--- config.mk ---
export PLATFORM = sky130hd
export DESIGN_NAME = bgu_interp
export DESIGN_NICKNAME = d
export VERILOG_FILES = /design/src/rtl/bgu_pkg.sv /design/src/rtl/bgu_interp.sv
export SDC_FILE = /design/constraint.sdc
export NUM_CORES = 1
export LEC_CHECK = 0
export BUFFER_PORTS_ARGS = -buffer_cell sky130_fd_sc_hd__buf_2
export CAP_MARGIN = 10
export CELL_PAD_IN_SITES_DETAIL_PLACEMENT = 0
export CELL_PAD_IN_SITES_GLOBAL_PLACEMENT = 2
export CORE_MARGIN = 2
export CORE_UTILIZATION = 40
export CTS_BUF_LIST = sky130_fd_sc_hd__clkbuf_4
export DETAILED_ROUTE_END_ITERATION = 8
export MAX_ROUTING_LAYER = met4
export PLACE_DENSITY = 0.91
export SETUP_SLACK_MARGIN = 0.2
export SKIP_CTS_REPAIR_TIMING = 1
export SYNTH_ARGS = -nofsm -noshare
export SYNTH_HDL_FRONTEND = slang
export SYNTH_SLANG_ARGS = --single-unit
--- constraint.sdc ---
create_clock -name clk -period 4.8 [get_ports clk]
set_clock_uncertainty 0.1 [all_clocks]
set_input_delay 0.48 -clock clk [delete_from_list [all_inputs] [get_ports clk]]
set_output_delay 0.48 -clock clk [all_outputs]
set_load 0.05 [all_outputs]
--- src/rtl/bgu_pkg.sv ---
// Shared types and constants for the bilinear grid upscaler.
// Used by every module under rtl/; depends on nothing else.
package bgu_pkg;

    // Field widths
    localparam int H_W         = 24;  // source height sample
    localparam int OUT_W       = 28;  // interpolated height, 4 extra fraction bits
    localparam int COORD_W     = 12;  // render row / column
    localparam int SHIFT_W     = 2;   // scale_shift register
    localparam int CFG_DATA_W  = 11;  // widest configuration register
    localparam int CFG_IDX_W   = 1;
    localparam int PROD_W      = 30;  // 6-bit signed weight times a sample
    localparam int MAX_SIDE_DEF = 1024;

    // Register indexes
    localparam logic [CFG_IDX_W-1:0] REG_SCALE_SHIFT = 1'b0;
    localparam logic [CFG_IDX_W-1:0] REG_SOURCE_SIDE = 1'b1;

    // Largest supported scale shift (4x)
    localparam logic [SHIFT_W-1:0] MAX_SHIFT = 2'd2;

    // One render point handed from the sequencer to the interpolator
    typedef struct packed {
        logic [1:0]         ay;     // rows up from the current sample
        logic [1:0]         ax;     // columns left of the current sample
        logic [SHIFT_W-1:0] shift;  // effective log2 of the factor
        logic [COORD_W-1:0] row;
        logic [COORD_W-1:0] col;
        logic               last;
        logic               done;
    } step_t;

endpackage

--- src/rtl/bgu_interp.sv ---
// Interpolation datapath: four weight products, then sum and scale into the
// output register. Stall-all pipeline of two stages. Uses bgu_pkg types.
module bgu_interp (
    input  logic                               clk,
    input  logic                               rst_n,
    // render point from the sequencer
    input  logic                               step_valid,
    input  bgu_pkg::step_t                     step,
    output logic                               step_ready,
    input  logic signed [bgu_pkg::H_W-1:0]     cur_h,
    input  logic signed [bgu_pkg::H_W-1:0]     left_h,
    input  logic signed [bgu_pkg::H_W-1:0]     up_h,
    input  logic signed [bgu_pkg::H_W-1:0]     upleft_h,
    // result channel
    output logic                               out_valid,
    input  logic                               out_stall,
    output logic signed [bgu_pkg::OUT_W-1:0]   out_height,
    output logic [bgu_pkg::COORD_W-1:0]        out_row,
    output logic [bgu_pkg::COORD_W-1:0]        out_col,
    output logic                               out_last,
    output logic                               grid_done
);

    localparam int PROD_W = bgu_pkg::PROD_W;

    logic                                 adv;
    logic [2:0]                           f_val;
    logic [2:0]                           wy0;
    logic [2:0]                           wy1;
    logic [2:0]                           wx0;
    logic [2:0]                           wx1;
    logic [4:0]                           w_cur;
    logic [4:0]                           w_left;
    logic [4:0]                           w_up;
    logic [4:0]                           w_ul;
    logic                                 a_valid_reg;
    bgu_pkg::step_t                       a_tag_reg;
    logic signed [bgu_pkg::PROD_W-1:0]    p_cur_reg;
    logic signed [bgu_pkg::PROD_W-1:0]    p_left_reg;
    logic signed [bgu_pkg::PROD_W-1:0]    p_up_reg;
    logic signed [bgu_pkg::PROD_W-1:0]    p_ul_reg;
    logic signed [bgu_pkg::PROD_W-1:0]    sum;
    logic signed [bgu_pkg::PROD_W-1:0]    scaled;
    logic [2:0]                           scale_amt;
    logic                                 out_valid_reg;
    logic signed [bgu_pkg::OUT_W-1:0]     height_reg;
    logic [bgu_pkg::COORD_W-1:0]          row_reg;
    logic [bgu_pkg::COORD_W-1:0]          col_reg;
    logic                                 last_reg;
    logic                                 done_reg;

    // Whole pipeline moves when the output register is free or being taken
    assign adv        = !out_valid_reg || !out_stall;
    assign step_ready = adv;

    // Corner weights; they sum to F*F
    always_comb
    begin
        f_val  = 3'(3'd1 << step.shift);
        wy1    = {1'b0, step.ay};
        wx1    = {1'b0, step.ax};
        wy0    = f_val - wy1;
        wx0    = f_val - wx1;
        w_cur  = 5'({2'b0, wy0} * {2'b0, wx0});
        w_left = 5'({2'b0, wy0} * {2'b0, wx1});
        w_up   = 5'({2'b0, wy1} * {2'b0, wx0});
        w_ul   = 5'({2'b0, wy1} * {2'b0, wx1});
    end

    // Stage A: products
    always_ff @(posedge clk or negedge rst_n)
    begin
        if (!rst_n)
        begin
            a_valid_reg <= 1'b0;
        end
        else if (adv)
        begin
            a_valid_reg <= step_valid;
        end
    end

    always_ff @(posedge clk)
    begin
        if (adv && step_valid)
        begin
            a_tag_reg  <= step;
            p_cur_reg  <= PROD_W'($signed({1'b0, w_cur})  * cur_h);
            p_left_reg <= PROD_W'($signed({1'b0, w_left}) * left_h);
            p_up_reg   <= PROD_W'($signed({1'b0, w_up})   * up_h);
            p_ul_reg   <= PROD_W'($signed({1'b0, w_ul})   * upleft_h);
        end
    end

    // Stage B: sum, then times 16/(F*F) as a left shift by 4 - 2*shift
    always_comb
    begin
        sum       = p_cur_reg + p_left_reg + p_up_reg + p_ul_reg;
        scale_amt = 3'd4 - {a_tag_reg.shift, 1'b0};
        scaled    = sum <<< scale_amt;
    end

    always_ff @(posedge clk or negedge rst_n)
    begin
        if (!rst_n)
        begin
            out_valid_reg <= 1'b0;
        end
        else if (adv)
        begin
            out_valid_reg <= a_valid_reg;
        end
    end

    always_ff @(posedge clk)
    begin
        if (adv && a_valid_reg)
        begin
            height_reg <= scaled[bgu_pkg::OUT_W-1:0];
            row_reg    <= a_tag_reg.row;
            col_reg    <= a_tag_reg.col;
            last_reg   <= a_tag_reg.last;
            done_reg   <= a_tag_reg.done;
        end
    end

    assign out_valid  = out_valid_reg;
    assign out_height = height_reg;
    assign out_row    = row_reg;
    assign out_col    = col_reg;
    assign out_last   = last_reg;
    assign grid_done  = done_reg;

endmodule

After elaboration in Yosys (flattened, before gate mapping). Cells that the tools add are included. W data, S select, Z words.

Flip-flop bits (word level): 204. Input port bits: 132. Output and inout bits: 56. Logic and storage cells: 37.

$add $sub $neg: 6. Multiply operators: 8. Shifts and indexed selects: 2. Reductions and logical operators: 5.

Operator list (count): $add A30 B30 Y30 (3); $mul A6 B24 Y30 (3); $sshl A30 B3 Y28 (1); $mul A5 B24 Y29 (1); $sub A3 B2 Y3 (2); $mul A2 B3 Y5 (1); $mul A3 B2 Y5 (1); $mul A3 B3 Y5 (1); $mul A2 B2 Y4 (1); $shl A1 B2 Y3 const A (1); $sub A3 B3 Y3 const A (1); $logic_and A1 B1 Y1 (2); $logic_not A1 Y1 (2); $logic_or A1 B1 Y1 (1).

Longest topological paths before layout.
Depth in word-level cells: 4. Depth in mapped cells: 30. Depth with buffers taken out: 29.

Least setup slack after synthesis. No wires, ideal clock.

Path kind: input-to-reg. Start point: input step[26] (netlist bit). End point: register p_cur_reg[24] (netlist bit) (data pin). Setup time: 258 ps. Arrival time: 7053 ps. Required time: 4442 ps. Path slack: -2611 ps. Stages on the path: 30. Path buffers: 1. Cells stage by stage: or2_2 -> ha_1 -> fa_1 -> xnor2_1 -> or2_2 -> fa_1 -> inv_1 -> ha_1 -> inv_1 -> fa_1 -> xor2_1 -> xnor2_1 -> clkbuf_1 -> and2_1 -> ha_1 -> inv_1 -> fa_1 -> fa_1 -> inv_1 -> ha_1 -> a21oi_1 -> nor2b_1 -> or3_1 -> a22o_1 -> a41oi_1 -> a2111oi_1 -> o21a_1 -> o21ai_1 -> nor2b_1 -> xnor2_1.

Longest elaborated chain between the ends: 4. Elaborated cells between the ends (all ways): 5. Classes of those cells: add/sub (2); mul (2); shift (1).

RTL lines: from (decl) (RTL line bgu_interp.sv:8) `input bgu_pkg::step_t step,`; $shl A1 B2 Y3 (*) (RTL line bgu_interp.sv:59) `f_val = 3'(3'd1 << step.shift);`; $sub A3 B2 Y3, on equally long branches (RTL line bgu_interp.sv:62, bgu_interp.sv:63); $mul A3 B3 Y5 (*) (RTL line bgu_interp.sv:64) `w_cur = 5'({2'b0, wy0} * {2'b0, wx0});`; $mul A6 B24 Y30 (*) (RTL line bgu_interp.sv:88) `p_cur_reg <= PROD_W'($signed({1'b0, w_cur}) * cur_h);`; to (signal assigned) (RTL line bgu_interp.sv:88); to (decl) (RTL line bgu_interp.sv:38) `logic signed [bgu_pkg::PROD_W-1:0] p_cur_reg;`.

Mark *: on every way between the ends. The rest lies on a longest branch, timed or not. A chain may end at the register's enable or synchronous reset.

Worst setup path in the final report. Same ends and word-level chain as after synthesis.

==> results.cfg <==
[pwr]
power_density_nw_per_um2 = 762
vdd_drop_max_mv = 0.694
leakage_nw = 14.7

[place]
place_hpwl_mm = 51.2
place_area_sq_um = 29400
numPortBuffers = 187
gp_congestion = 0.856

[final_layout]
fin_nets = 3667
layout_common_cells = inv_1 (354), buf_4 (313), fa_1 (305)
fill_cells = 5397
fin_util = 0.527
final_common_cell = inv_1
fin_area_sq_um = 31700
seq_area_sq_um = 5880
drive_above_1_share = 0.302
syn2layout_area_growth_pct = 30.3
multi_input_area_sq_um = 18600

[critical_path]
critical_path_buf_inv_count = 6
path_delay_family = adder cells
reg2reg_to = out_height[26]
setup.worst_path.class = in -> reg
cp-start-kind = input pin
required_ns = 5.12
rr_startpoint = p_up_reg[2]
r2r_cells = 13
cp_slowest_stage_delay_ns = 0.53
slowest_stage = fa_1
cp_data_arrival_time_ns = 6.98
crit_fanout = 7
end_kind = flop
rrSetupSlack_ns = 0.34

[clock_network]
cts_max_path_buffers = 2
insertion_delay_ns = 0.67
cts_root_buffer = clkbuf_4
cts_buffers = 17
cts_tree = done
clk_pin_slew_ns = 0.18
htreeDepth = 4
clock_sinks = 196

[outcome]
outcome = finished, violations left
violations = setup timing

[sta]
setup_viol = 66
tightest_slew_ns = 0.819
slew_headroom = 0.453
setup_slack_ns = -1.86
hold_violations = 0
fin_crit_sh = 1.39
min_period_ns = 6.66
max_freq_ghz = 0.150
whs_ns = 0.0766
final_max_slew_viol_count = 0
rsz0062_at_grt = yes

[grt]
antenna_found_initial = 3
track_usage = 0.202
grt_pass1_wl_mm = 98.5
grt_pass1_vias = 19362
grt_max_degree = 90
overflow = 0

[floorplan]
die_y_um = 251
die_w_um = 251
die-area_sq_um = 62900
ios = 188
rows = 90
initial_core_util = 0.404
core_area_sq_um = 60200

[yosys]
syn_area_per_cell_sq_um = 10.0
synth.yosys.seq_area_share = 0.241
ys_ff_latch = 196
yosysWarnings = 0
syn_nets = 3121
synthFlopType = edfxtp_1
synth_cells = 2424
synth_edf_count = 194
async_reset_ff_frac = 0.0102
synth_area_sq_um = 24300
synth_cell_types = 72

[job]
cap_viol_max_count = 0

[drt]
ant_nets = 0
firstDrtPassIters = 5
drt_iter0_drc = 921
detail_route.vias_per_cell = 4.97
m1WireLength_mm = 27.5
wl_met2_mm = 31.4
dr.max_layer_used = met4
num_vias = 18740
wirelength_mm = 62.3
drc = 0
wl_met3_mm = 2.12
wl_per_cell_um = 16.5

[worst_hold_path]
worstHoldStart = left_h[0]
hold_class = in -> reg
hold_end = p_left_reg[0]
hold_depth = 2
## through the flow
step / setup WS, ns / cells / TNS [ns] / total power, mW
final: -1.86 / 3769 / -63.61 / 24.2
after global routing: -2.03 / 3768 / -69.92 / 26.4
after CTS: -2.09 / 3694 / -71.70 / 22.6
after detailed placement: -2.80 / 3662 / -131.18 / 21.5
after global placement: -2.73 / 3662 / -124.10 / 21.3
after floorplan: -2.16 / 2424 / -71.32 / 15.8
## layer usage
| metal | vias to the layer above | GRT usage |
|---|---|---|
| met3 | 50 | 0.0203 |
| met1 | 9376 | 0.256 |
| met4 | 0 | 0.0429 |
| met2 | 306 | 0.349 |
| li1 | 9008 | - |
| met5 | - | - |
## area by class of cell
cell class / count / area share
Antenna cell: 4 / 0.000316
Clock buffer: 18 / 0.00426
Clock inverter: 14 / 0.00509
Inverter: 386 / 0.0457
Multi-Input combinational cell: 1784 / 0.588
Sequential cell: 196 / 0.185
Tap cell: 782 / 0.0308
Timing Repair Buffer: 585 / 0.141
## worst max path at each step
stage,start,end,slack (ns),cells past startpoint
detailed placement,step[26],p_cur_reg[24],-2.80,29
global route,step[26],p_cur_reg[24],-2.03,30
global placement,step[26],p_cur_reg[24],-2.73,29
CTS,step[26],p_cur_reg[24],-2.09,29
finish,step[26],p_cur_reg[24],-1.86,30
floorplan,step[26],p_cur_reg[24],-2.16,29
## report_power, final
part	internal [mW]	switching [mW]
clock network	0.290	0.656
registers	2.95	0.360
logic	9.13	10.8
## cell usage after synthesis, drive strengths merged (3+ instances only)
master	n	share of area
a21boi	5	0.0015
nor2	89	0.014
a22o	3	0.0011
o31a	8	0.0029
nand3	23	0.0047
and3	31	0.0080
inv	385	0.059
o21bai	12	0.0037
o21ba	3	0.0012
a31oi	10	0.0026
a21o	45	0.014
fa	318	0.26
o21ai	56	0.012
nand2b	16	0.0041
a2111oi	4	0.0015
or2	9	0.0023
nand2	243	0.037
mux2i	3	0.0012
xnor2	103	0.037
or3	5	0.0013
o211ai	9	0.0030
buf	5	0.00087
and2	188	0.048
edfxtp	194	0.24
a211oi	15	0.0048
nor2b	99	0.025
o21a	26	0.0080
o41ai	4	0.0017
nor3	27	0.0055
ha	247	0.13
o41a	3	0.0014
clkbuf	53	0.0082
o221ai	3	0.0011
or4	4	0.0012
nand4	7	0.0018
xor2	36	0.013
a21oi	89	0.019
a31o	5	0.0018
mux4	6	0.0055
nor3b	4	0.0012
## kinds of logic after synthesis
family	after synthesis	synth area share
mux	9	0.00678
compound gates	321	0.0884
flops	196	0.241
fa+ha+maj	565	0.388
buf+inv	444	0.0685
simple gates	750	0.157
xor+xnor	139	0.0500
## worst register-to-register path: cells and delay by family, from the launching register on
kind / cells / cell delay (ns)
compound gates: 8 / 1.80
fa+ha+maj: 3 / 1.30
flops: 1 / 0.50
xor+xnor: 1 / 0.41
simple gates: 1 / 0.10
Power figures use the tool's default switching activity.
